**config.mk**
```make
export PLATFORM = sky130hd
export DESIGN_NAME = ptb_front
export DESIGN_NICKNAME = d
export VERILOG_FILES = /design/src/sv/ptb_pkg.sv /design/src/sv/ptb_front.sv
export SDC_FILE = /design/constraint.sdc
export NUM_CORES = 1
export LEC_CHECK = 0
export BUFFER_PORTS_ARGS = -buffer_cell sky130_fd_sc_hd__buf_2
export CORE_AREA = 2 2 39 41
export CTS_CLUSTER_SIZE = 20
export DETAILED_ROUTE_END_ITERATION = 8
export DIE_AREA = 0 0 41 43
export PLACE_DENSITY = 0.75
export SLEW_MARGIN = 20
export SYNTH_ARGS = -nofsm -noshare
export SYNTH_HDL_FRONTEND = slang
export SYNTH_SLANG_ARGS = --single-unit
```
**constraint.sdc**
```tcl
create_clock -name clk -period 2.5 [get_ports clk]
set_input_delay 0 -clock clk [delete_from_list [all_inputs] [get_ports clk]]
set_output_delay 0 -clock clk [all_outputs]
set_load 0.02 [all_outputs]
```
**src/sv/ptb_pkg.sv**
```systemverilog
// Shared constants, types and state codes of the palindromic tree builder.
package ptb_pkg;

  localparam int MAX_LEN  = 4096;
  localparam int NODE_CAP = MAX_LEN + 2;
  localparam int NW       = $clog2(NODE_CAP);
  localparam int PW       = $clog2(MAX_LEN + 1);
  localparam int AW       = $clog2(MAX_LEN);
  localparam int ROW_W    = 4 * NW;

  localparam logic [NW-1:0] ROOT_IMAG  = NW'(0);
  localparam logic [NW-1:0] ROOT_EMPTY = NW'(1);

  localparam logic [1:0] SYM_A     = 2'd0;
  localparam logic [1:0] SYM_C     = 2'd1;
  localparam logic [1:0] SYM_T     = 2'd2;
  localparam logic [1:0] SYM_OTHER = 2'd3;

  typedef struct packed {
    logic [1:0] sym;
    logic       restart;
  } item_t;

  typedef struct packed {
    logic  valid;
    item_t item;
  } item_chan_t;

  typedef enum logic [3:0] {
    S_IDLE, S_WRD, S_WLEN, S_WSYM, S_CRD, S_CGET, S_QRD, S_QGET,
    S_WR_NEW, S_WR_PAR, S_RRD, S_RLEN, S_OUT
  } state_t;

  function automatic logic [1:0] map_symbol(input logic [7:0] c);
    logic [1:0] s;
    unique case (c)
      8'h41:   s = SYM_A;
      8'h43:   s = SYM_C;
      8'h54:   s = SYM_T;
      default: s = SYM_OTHER;
    endcase
    return s;
  endfunction

endpackage

```
**src/sv/ptb_front.sv**
```systemverilog
// Front end: maps characters to symbols and buffers them in a two-entry queue.
module ptb_front (
  input  logic                clk,
  input  logic                rst,
  input  logic                push,
  output logic                full,
  input  logic [7:0]          base_char,
  input  logic                restart,
  output ptb_pkg::item_chan_t chan,
  input  logic                take
);

  ptb_pkg::item_t q [2];
  logic           wr_ptr;
  logic           rd_ptr;
  logic [1:0]     count;
  logic           do_push;
  logic           do_pop;

  assign full    = (count == 2'd2);
  assign do_push = push && !full;
  assign do_pop  = take && (count != 2'd0);

  assign chan.valid = (count != 2'd0);
  assign chan.item  = q[rd_ptr];

  always_ff @(posedge clk) begin
    if (do_push) begin
      q[wr_ptr] <= '{sym: ptb_pkg::map_symbol(base_char), restart: restart};
    end
  end

  always_ff @(posedge clk) begin
    if (rst) begin
      wr_ptr <= 1'b0;
      rd_ptr <= 1'b0;
      count  <= 2'd0;
    end else begin
      if (do_push) wr_ptr <= !wr_ptr;
      if (do_pop)  rd_ptr <= !rd_ptr;
      count <= count + 2'(do_push) - 2'(do_pop);
    end
  end

endmodule

```
==> results of run 1 <==
-- logic make-up (layout without fill, tap and decap cells) --
group	Yosys count	count (layout)	share of synthesized area
xor gates and xnor gates	2	2	0.0355
adders and majority gates	2	2	0.0508
muxes	3	3	0.0685
DFF	11	11	0.569
buffers and inverters	4	27	0.0304
and+or+nand+nor	17	17	0.201
AOI/OAI and AO/OA	4	4	0.0457
-- worst reg2reg max path, cell delays in order (launching register included) --
cell and delay (ns):
dfxtp_1 0.35, o21a_1 0.23, ha_1 0.27, inv_1 0.04, ha_1 0.18, xor2_1 0.15, and2_1 0.15, nor3_1 0.12
-- registers in the layout (all words and copies together) (netlist names), named ones only --
signal	cells
count	2
q	6
rd_ptr	1
wr_ptr	1
-- Yosys cell counts (all sizes together) --
cell type / n / area [sq um]
a21oi: 1 / 5.00
and2: 1 / 6.26
and3: 1 / 7.51
dfxtp: 5 / 100
edfxtp: 6 / 180
ha: 2 / 25.0
inv: 4 / 15.0
mux2: 3 / 33.8
nand2: 2 / 7.51
nand2b: 2 / 15.0
nor2: 4 / 15.0
nor2b: 1 / 6.26
nor3: 1 / 5.00
nor3b: 1 / 7.51
nor4: 1 / 6.26
o21a: 1 / 7.51
o21ai: 2 / 10.0
or2: 1 / 6.26
or3: 1 / 6.26
or4b: 1 / 10.0
xnor2: 1 / 8.76
xor2: 1 / 8.76
-- per-stage QoR --
stage / total power [mW] / setup slack, ns / hold WS (ns) / std cells / cell area (sq um)
after global placement: 0.466 / 0.979 / 0.194 / 76 / 598
final: 0.591 / 0.943 / 0.0386 / 82 / 644
after global routing: 0.637 / 0.803 / 0.0467 / 82 / 644
after CTS: 0.599 / 0.920 / 0.0264 / 82 / 644
after detailed placement: 0.472 / 0.937 / 0.199 / 76 / 598
after floorplan: 0.414 / 1.04 / 0.0691 / 43 / 493
-- layout make-up --
type,instances,share of cell area
flip-flops and latches,11,0.435
well taps,16,0.0311
inverters,4,0.0233
repair buffers,19,0.163
multi-input cells,28,0.307
clock buffers,4,0.0408
-- worst max-delay path by stage --
stage	start	to	slack [ns]	cells past startpoint
after floorplan	count[1]	count[1]	1.04	7
after global placement	count[1]	count[1]	0.98	7
after detailed placement	count[1]	count[1]	0.94	7
after CTS	count[1]	count[1]	0.92	7
after global routing	count[0]	count[1]	0.80	8
final	count[1]	count[1]	0.94	7
-- layer usage --
| metal | global-route usage | up-vias | part of all wire |
|---|---|---|---|
| met5 | 0 | - | 0 |
| met4 | 0.100 | 0 | 0 |
| met3 | 0.0314 | 0 | 0.047 |
| met2 | 0.172 | 10 | 0.54 |
| met1 | 0.114 | 173 | 0.41 |
| li1 | - | 195 | - |
-- what timing repair did --
action                                 4_1_cts  5_1_grt
endpoints found under the hold margin        7        0
hold buffers                                 2        0
setup buffers                                0        0
-- report_power, final --
part           internal [mW]  switching [mW]
Sequential             0.231          0.0280
Clock                 0.0617          0.0597
Combinational         0.0995           0.111
==> run summary, run 1 <==
Initial Util - 0.356
Mapped Cells - 43
status - completed
RSZ-0062 raised after global routing - no
fraction of layout cells with a size suffix above 1 - 0.409
Worst path max stage delay - 0.35 ns
post_cts resized - 0
CP cell instances - o21a_1 > ha_1 > inv_1 > ha_1 > xor2_1 > and2_1 > nor3_1
drt drc - 0
nets@finish - 82
global-route usage over all layers - 0.112
die height - 43 um
FP Rows - 14
clock sink total - 11
min Tclk post-route - 1.56 ns
Top cell by count, worst path - ha_1
setup TNS - 0 ns
drt first pass iters - 4
CP delay by family, top - adder cells
Hold Fails Final Rpt - 0
Port Buffer Count - 17
VDD IR max - 0.478 mV
Reg area - 280 sq um
Synth Cell Area - 493 sq um
Crit path required time - 2.69 ns
worst relative slew slack - 0.856
Synthesized Nets - 58
Final setup viols - 0
area grow syn2layout - 30.7%
r2r endpoint - count[1]
count of cell types in the netlist - 24
H-tree depth - 1
worst-path maximum fanout - 5
DR WL/cell - 9.83 um
Slew @ Worst Pin - 0.213 ns
Yosys warning count - 0
crit path buf inv count - 1
Root Buffer Master - clkbuf_4
hold path startpoint - base_char[3]
Final Skew - 0.00100 ns
Slowest-stage cell, CP - dfxtp_1
io pins - 18
Pwr per Cell Area - 917 nW/um^2
kind of critical path - reg2reg
# diodes - 0
Final ANT Viol Nets - 0
critical path arrival - 1.75 ns
Longest Clk Path Bufs - 2
type of origin of the critical path - flip-flop
CP endpoint kind - flip-flop
crit share post-route - 0.623
most frequent cells in the layout - buf_2 (17), edfxtp_1 (6), dfxtp_1 (5)
Max Fclk - 0.642 GHz
leak pwr - 0.279 nW
R2R depth - 7
final core occ - 0.466
most common cell after layout, fill and taps aside - buf_2
gr ovfl total - 0
Die ar. - 1760 sq um
Max Slew Vio Count - 0
vias in the first global route - 333
worst hold path cell count - 2
total number of vias - 378
initial antenna violation count - 0
WL final - 806 um
first-pass GRT wire length - 1260 um
largest net degree at the start of global routing - 7
reg-to-reg setup timing slack - 0.94 ns
vias per cell - 4.61
TritonCTS clock tree - built
initial DRC count - 5
r2r startpoint - count[1]
routability congestion estimate - 0.716
Worst Hold End - q[0][2]
area taken by multi-input logic gates - 198 sq um
Filler cells - 140
total of max-cap violations - 0
Synth Register Bits - 11
Syn Area/Cell - 11.5 sq um
Core ar. - 1380 sq um
DP HPWL - 626 um
chip width - 41 um
Clk pin slew, worst setup/hold paths - 0.07 ns
number of buffers created by CTS - 3
Hold Crit Class - in2reg
Skew-Pair Late Insertion Delay - 0.27 ns
Seq/Total Area, Yosys - 0.569
Note: power is estimated with default switching activity, not from simulation.
==> inputs of run 2 (changes only) <==
--- a/config.mk
+++ b/config.mk
@@ -5,12 +5,13 @@
 export SDC_FILE = /design/constraint.sdc
 export NUM_CORES = 1
 export LEC_CHECK = 0
+export ABC_AREA = 1
 export BUFFER_PORTS_ARGS = -buffer_cell sky130_fd_sc_hd__buf_2
 export CORE_AREA = 2 2 39 41
 export CTS_CLUSTER_SIZE = 20
 export DETAILED_ROUTE_END_ITERATION = 8
 export DIE_AREA = 0 0 41 43
-export PLACE_DENSITY = 0.75
+export PLACE_DENSITY = 0.81
 export SLEW_MARGIN = 20
 export SYNTH_ARGS = -nofsm -noshare
 export SYNTH_HDL_FRONTEND = slang
==> constraint.sdc (replaced) <==
create_clock -name clk -period 1.25 [get_ports clk]
set_input_delay 0 -clock clk [delete_from_list [all_inputs] [get_ports clk]]
set_output_delay 0 -clock clk [all_outputs]
set_load 0.02 [all_outputs]
==> run 2 against run 1 <==
The run now ends with setup timing left. Sequential share of layout area is 8.6 points lower. First-iteration DRC count grew to 3.0 times the previous value. Die area stayed put. Largest cell class unchanged.
==> run summary, run 2 <==
Synthesized Nets - 82
number of enable flip-flop cells after synthesis - 6
mux contribution to synthesized area - 0.0621
Mapped Cells - 67
Syn Area/Cell - 8.12 sq um
Slowest-stage cell, CP - dfxtp_4
worst relative slew slack - 0.865
most frequent cells after synthesis - nor2_1 (16), inv_1 (14), nand2_1 (12)
kind of critical path - reg2reg
Seq/Total Area, Yosys - 0.515
Final setup viols - 1
crit share post-route - 1.11
DP HPWL - 839 um
nets@finish - 112
CP cell instances - nor2_4 > nor2_4 > ha_4 > inv_2 > ha_4 > inv_2 > nand2_2 > a21oi_2 > nor2_1
Clk pin slew, worst setup/hold paths - 0.08 ns
Final Skew - 0.00279 ns
most frequent cells in the layout - buf_2 (17), nor2_1 (14), inv_1 (10)
worst-path maximum fanout - 3
Max Fclk - 0.720 GHz
Synth Area in Adders - 0.0460
CP endpoint kind - flip-flop
failing checks - setup timing
drt first pass iters - 4
r2r endpoint - count[1]
Core ar. - 1380 sq um
reg-to-reg setup timing slack - -0.14 ns
vias in the first global route - 492
die height - 43 um
status - finished with violations
clock sink total - 11
hold path startpoint - take
global-route usage over all layers - 0.160
Largest register FFs - 6
worst hold path cell count - 4
Die ar. - 1760 sq um
initial DRC count - 15
drt drc - 0
Post-Synth XOR/XNOR Area - 0
fraction of layout cells with a size suffix above 1 - 0.490
# diodes - 0
VDD IR max - 1.20 mV
Synth top area share - 0.331
routability congestion estimate - 0.809
Slew @ Worst Pin - 0.202 ns
total number of vias - 540
Crit path required time - 1.42 ns
largest net degree at the start of global routing - 8
total of max-cap violations - 0
r2r startpoint - count[1]
RSZ-0062 raised after global routing - yes
FP Rows - 14
Top reg by flops - q
H-tree depth - 1
pre-CTS setup slack - -0.145 ns
Synth area leaders - edfxtp_1 (33%), dfxtp_1 (18%), nor2_1 (11%), inv_1 (9.7%), nand2_1 (8.3%)
Skew-Pair Late Insertion Delay - 0.27 ns
initial antenna violation count - 0
critical path arrival - 1.56 ns
Tot Pwr - 1.62 mW
largest family of logic cells by synthesized area - simple AND/OR/NAND/NOR gates
WL final - 1230 um
TritonCTS clock tree - built
vias per cell - 4.82
min Tclk post-route - 1.39 ns
count of cell types in the netlist - 12
Max Slew Vio Count - 0
area leader, netlist - edfxtp_1
chip width - 41 um
Compound-Gate Fraction of Synth Area - 0.0184
Hold Fails Final Rpt - 0
top flop regs - q: 6 flops, count: 2 flops
leak pwr - 0.383 nW
Synth Register Bits - 11
final std cells w/o fill - 112
Hold Crit Class - in2reg
Worst path max stage delay - 0.37 ns
DR WL/cell - 11.0 um
Pwr per Cell Area - 1960 nW/um^2
Initial Util - 0.393
Yosys warning count - 0
type of origin of the critical path - flip-flop
Worst Slack Setup Final - -0.138 ns
Port Buffer Count - 17
async set-reset flop share out of synthesis - 0
Cells after DPL - 104
Filler cells - 125
final hold slack - 0.0294 ns
number of buffers created by CTS - 3
io pins - 18
Main synth FF type - edfxtp_1
most common cell after layout, fill and taps aside - buf_2
most numerous cell in the Yosys netlist - nor2_1
R2R depth - 9
Root Buffer Master - clkbuf_4
Synth Cell Area - 544 sq um
Longest Clk Path Bufs - 2
Post-Synth Simple-Gate Area - 0.262
gr ovfl total - 0
first-pass GRT wire length - 1900 um
Final ANT Viol Nets - 0
area grow syn2layout - 51.7%
run 2: final cells by class:
| cell class | count | area (sq um) | share of cell area |
|---|---|---|---|
| Clock buffer | 3 | 22.5 | 0.0273 |
| Multi-Input combinational cell | 42 | 285 | 0.345 |
| Clock inverter | 1 | 5.00 | 0.00606 |
| Tap cell | 16 | 20.0 | 0.0242 |
| Timing Repair Buffer | 25 | 150 | 0.182 |
| Inverter | 14 | 55.1 | 0.0667 |
| Sequential cell | 11 | 288 | 0.348 |
run 2: power by group:
group          switching, mW  internal [mW]  total, mW  leakage [nW]
Clock                  0.133          0.119      0.251        0.0177
Sequential            0.0859          0.480      0.566        0.0892
Combinational          0.414          0.384      0.798         0.276
Total                  0.633          0.983       1.62         0.383
run 2: metal layers:
layer / share of wire / wire (um) / vias up / track usage
met2: 0.58 / 707 / 19 / 0.288
li1: - / - / 269 / -
met1: 0.36 / 441 / 247 / 0.169
met3: 0.047 / 58 / 5 / 0.0471
met5: 0 / 0 / - / 0
met4: 0.017 / 21 / 0 / 0.0400
run 2: cells by family (layout without fill, tap and decap cells):
group,count (synthesis),count (layout)
and+or+nand+nor,35,35
buffers and inverters,14,43
DFF,11,11
muxes,3,3
adders and majority gates,2,2
AOI/OAI and AO/OA,2,2
run 2: how the worst max path moves through the flow:
stage / startpoint / endpoint / slack [ns] / depth (start not counted)
floorplan: count[1] / count[1] / -0.06 / 10
global placement: count[1] / count[1] / -0.09 / 10
detailed placement: count[1] / count[1] / -0.14 / 10
CTS: count[0] / count[1] / -0.13 / 10
global route: count[1] / count[1] / -0.20 / 10
finish: count[1] / count[1] / -0.14 / 9
run 2: worst max-delay path, delay by kind of cell (launching register included):
kind                     cells  cell delay, ns
adder cells (fa/ha/maj)      2            0.41
AND/OR/NAND/NOR              4            0.30
AO/OA/AOI/OAI                1            0.12
buffers and inverters        2            0.09
flip-flops                   1            0.37
run 2: metrics by stage:
step	area, sq um	setup TNS (ns)	util
2_1_floorplan	553	-0.0601	-
3_3_place_gp	688	-0.0940	0.497
3_5_place_dp	688	-0.167	0.497
4_1_cts	796	-0.134	0.575
5_1_grt	826	-0.240	0.597
6_report	826	-0.138	0.597
run 2: timing repair:
item | 4_1_cts | 5_1_grt
hold endpoints to repair | 3 | 0
hold buffers | 2 | 0
pin swaps | 6 | 8
setup buffers | 2 | 0
setup endpoints to repair | 2 | 4
gates resized for setup | 11 | 9
==> inputs of run 3 (changes only) <==
--- a/config.mk
+++ b/config.mk
@@ -6,12 +6,13 @@
 export NUM_CORES = 1
 export LEC_CHECK = 0
 export ABC_AREA = 1
-export BUFFER_PORTS_ARGS = -buffer_cell sky130_fd_sc_hd__buf_2
 export CORE_AREA = 2 2 39 41
 export CTS_CLUSTER_SIZE = 20
 export DETAILED_ROUTE_END_ITERATION = 8
 export DIE_AREA = 0 0 41 43
-export PLACE_DENSITY = 0.81
+export DONT_BUFFER_PORTS = 1
+export GPL_ROUTABILITY_DRIVEN = 0
+export PLACE_DENSITY = 0.69
 export SLEW_MARGIN = 20
 export SYNTH_ARGS = -nofsm -noshare
 export SYNTH_HDL_FRONTEND = slang
==> run 3 against run 2 <==
First-iteration DRC count down 60%. Critical path type unchanged. Maximum frequency up 3.9%. Largest power group unchanged. The run still ends with setup timing left. Global-route usage down 1.6 points.
==> run summary, run 3 (synthesis results as in run 2) <==
status - finished with violations
failing checks - setup timing
H-tree depth - 1
Reg area - 283 sq um
Final Skew - 0.0131 ns
CP endpoint kind - flip-flop
Tot Pwr - 1.47 mW
sequential share of power - 0.366
Core ar. - 1380 sq um
clock sink total - 11
vias per cell - 4.76
type of origin of the critical path - flip-flop
Worst Slack Setup Final - -0.0858 ns
switching part of the total - 0.381
initial DRC count - 6
Max Slew Vio Count - 0
first-pass GRT wire length - 1710 um
die height - 43 um
Worst path max stage delay - 0.38 ns
leak pwr - 0.321 nW
number of buffers created by CTS - 3
fraction of layout cells with a size suffix above 1 - 0.373
drt first pass iters - 4
crit path buf inv count - 2
total of max-cap violations - 0
Max Fclk - 0.749 GHz
final std cells w/o fill - 99
Hold Crit Class - in2reg
Root Buffer Master - clkbuf_4
area grow syn2layout - 42.8%
CP delay by family, top - simple AND/OR/NAND/NOR gates
vias in the first global route - 474
Final ANT Viol Nets - 0
global-route usage over all layers - 0.144
worst relative slew slack - 0.847
R2R depth - 10
WP depth - 10
DP HPWL - 719 um
most frequent cells in the layout - nor2_1 (14), inv_1 (9), nand2_1 (8)
Skew-Pair Late Insertion Delay - 0.26 ns
min Tclk post-route - 1.34 ns
worst hold path cell count - 4
Hold Fails Final Rpt - 0
Top reg by flops - q
nets@finish - 99
area taken by multi-input logic gates - 288 sq um
Die ar. - 1760 sq um
Pwr per Cell Area - 1890 nW/um^2
WL final - 1040 um
Longest Clk Path Bufs - 2
Slowest-stage cell, CP - dfxtp_2
CP cell instances - nor2_2 > nor2_2 > ha_4 > inv_2 > ha_4 > inv_2 > nand2_2 > nand3_2 > nand2_1 > nor2_1
TritonCTS clock tree - built
chip width - 41 um
clock share of power - 0.158
gr ovfl total - 0
FP Rows - 14
io pins - 18
top flop regs - q: 6 flops, count: 2 flops
critical path arrival - 1.50 ns
DR WL/cell - 10.5 um
RSZ-0062 raised after global routing - yes
Initial Util - 0.393
total number of vias - 471
Cells after DPL - 87
# diodes - 0
Psw - 0.560 mW
most common cell after layout, fill and taps aside - nor2_1
Port Buffer Count - 0
kind of critical path - reg2reg
drt drc - 0
Clk pin slew, worst setup/hold paths - 0.08 ns
Slew @ Worst Pin - 0.229 ns
Filler cells - 123
worst-path maximum fanout - 3
Final setup viols - 1
combinational power share - 0.476
Crit path required time - 1.41 ns
Largest register FFs - 6
VDD IR max - 0.970 mV
crit share post-route - 1.07
initial antenna violation count - 0
largest net degree at the start of global routing - 7
Pint - 0.910 mW
## run 3: cell count changes in the layout (fill, tap and decap cells not counted)
cell,previous run,this run
dfxtp_4,2,0
nor2_4,3,1
nor2_2,0,2
buf_2,17,0
inv_2,3,4
nand3_1,3,2
nand3_4,0,1
inv_1,10,9
dfxtp_2,0,2
dlygate4sd3_1,2,6
clkbuf_1,0,1
clkinv_2,1,0
## run 3: path summary, 6_finish.rpt
check             end      from  slack, ns
max          count[1]  count[1]      -0.09
min            rd_ptr      take       0.06
max reg2reg  count[1]  count[1]      -0.09
min reg2reg    rd_ptr    rd_ptr       0.53
## run 3: routing by layer
metal	share of wire	routed length, um	GRT usage	up-vias
li1	-	-	-	241
met1	0.39	403	0.126	221
met4	0.0086	9	0.0533	0
met5	0	0	0	-
met2	0.56	579	0.269	7
met3	0.048	50	0.0524	2
## run 3: worst min-delay path: stages
cell,delay (ns)
inv_1,0.04
nor2_2,0.05
nor2_1,0.12
nor2_1,0.06
## run 3: layout make-up
type	instances	area share
multi-input cells	42	0.370
inverters	14	0.0709
clock buffers	4	0.0338
well taps	16	0.0258
flip-flops and latches	11	0.364
repair buffers	12	0.135
## run 3: per-stage QoR
step           area (sq um)  utilization  setup WS [ns]  hold WS [ns]  TNS [ns]
2_1_floorplan           553            -        -0.0601        0.0638   -0.0601
3_3_place_gp            603        0.436        -0.0964        0.0656    -0.102
3_5_place_dp            603        0.436         -0.135        0.0718    -0.168
4_1_cts                 778        0.562         -0.110        0.0547    -0.174
5_1_grt                 777        0.561         -0.160        0.0678    -0.208
6_report                777        0.561        -0.0858        0.0579   -0.0858
## run 3: timing repair
item	4_1_cts	5_1_grt
buffers inserted	4	0
gates resized for setup	16	4
hold endpoints to repair	9	0
endpoints found under the setup margin	2	10
hold buffers	6	0
pin swaps	7	3
## run 3: power groups by stage
stage               Sequential [mW]  Clock (mW)  Combinational, mW
finish                        0.538       0.232              0.700
global route                  0.547       0.256              0.794
CTS                           0.529       0.233              0.710
detailed placement            0.523           0              0.500
global placement              0.521           0              0.487
floorplan                     0.513           0              0.359
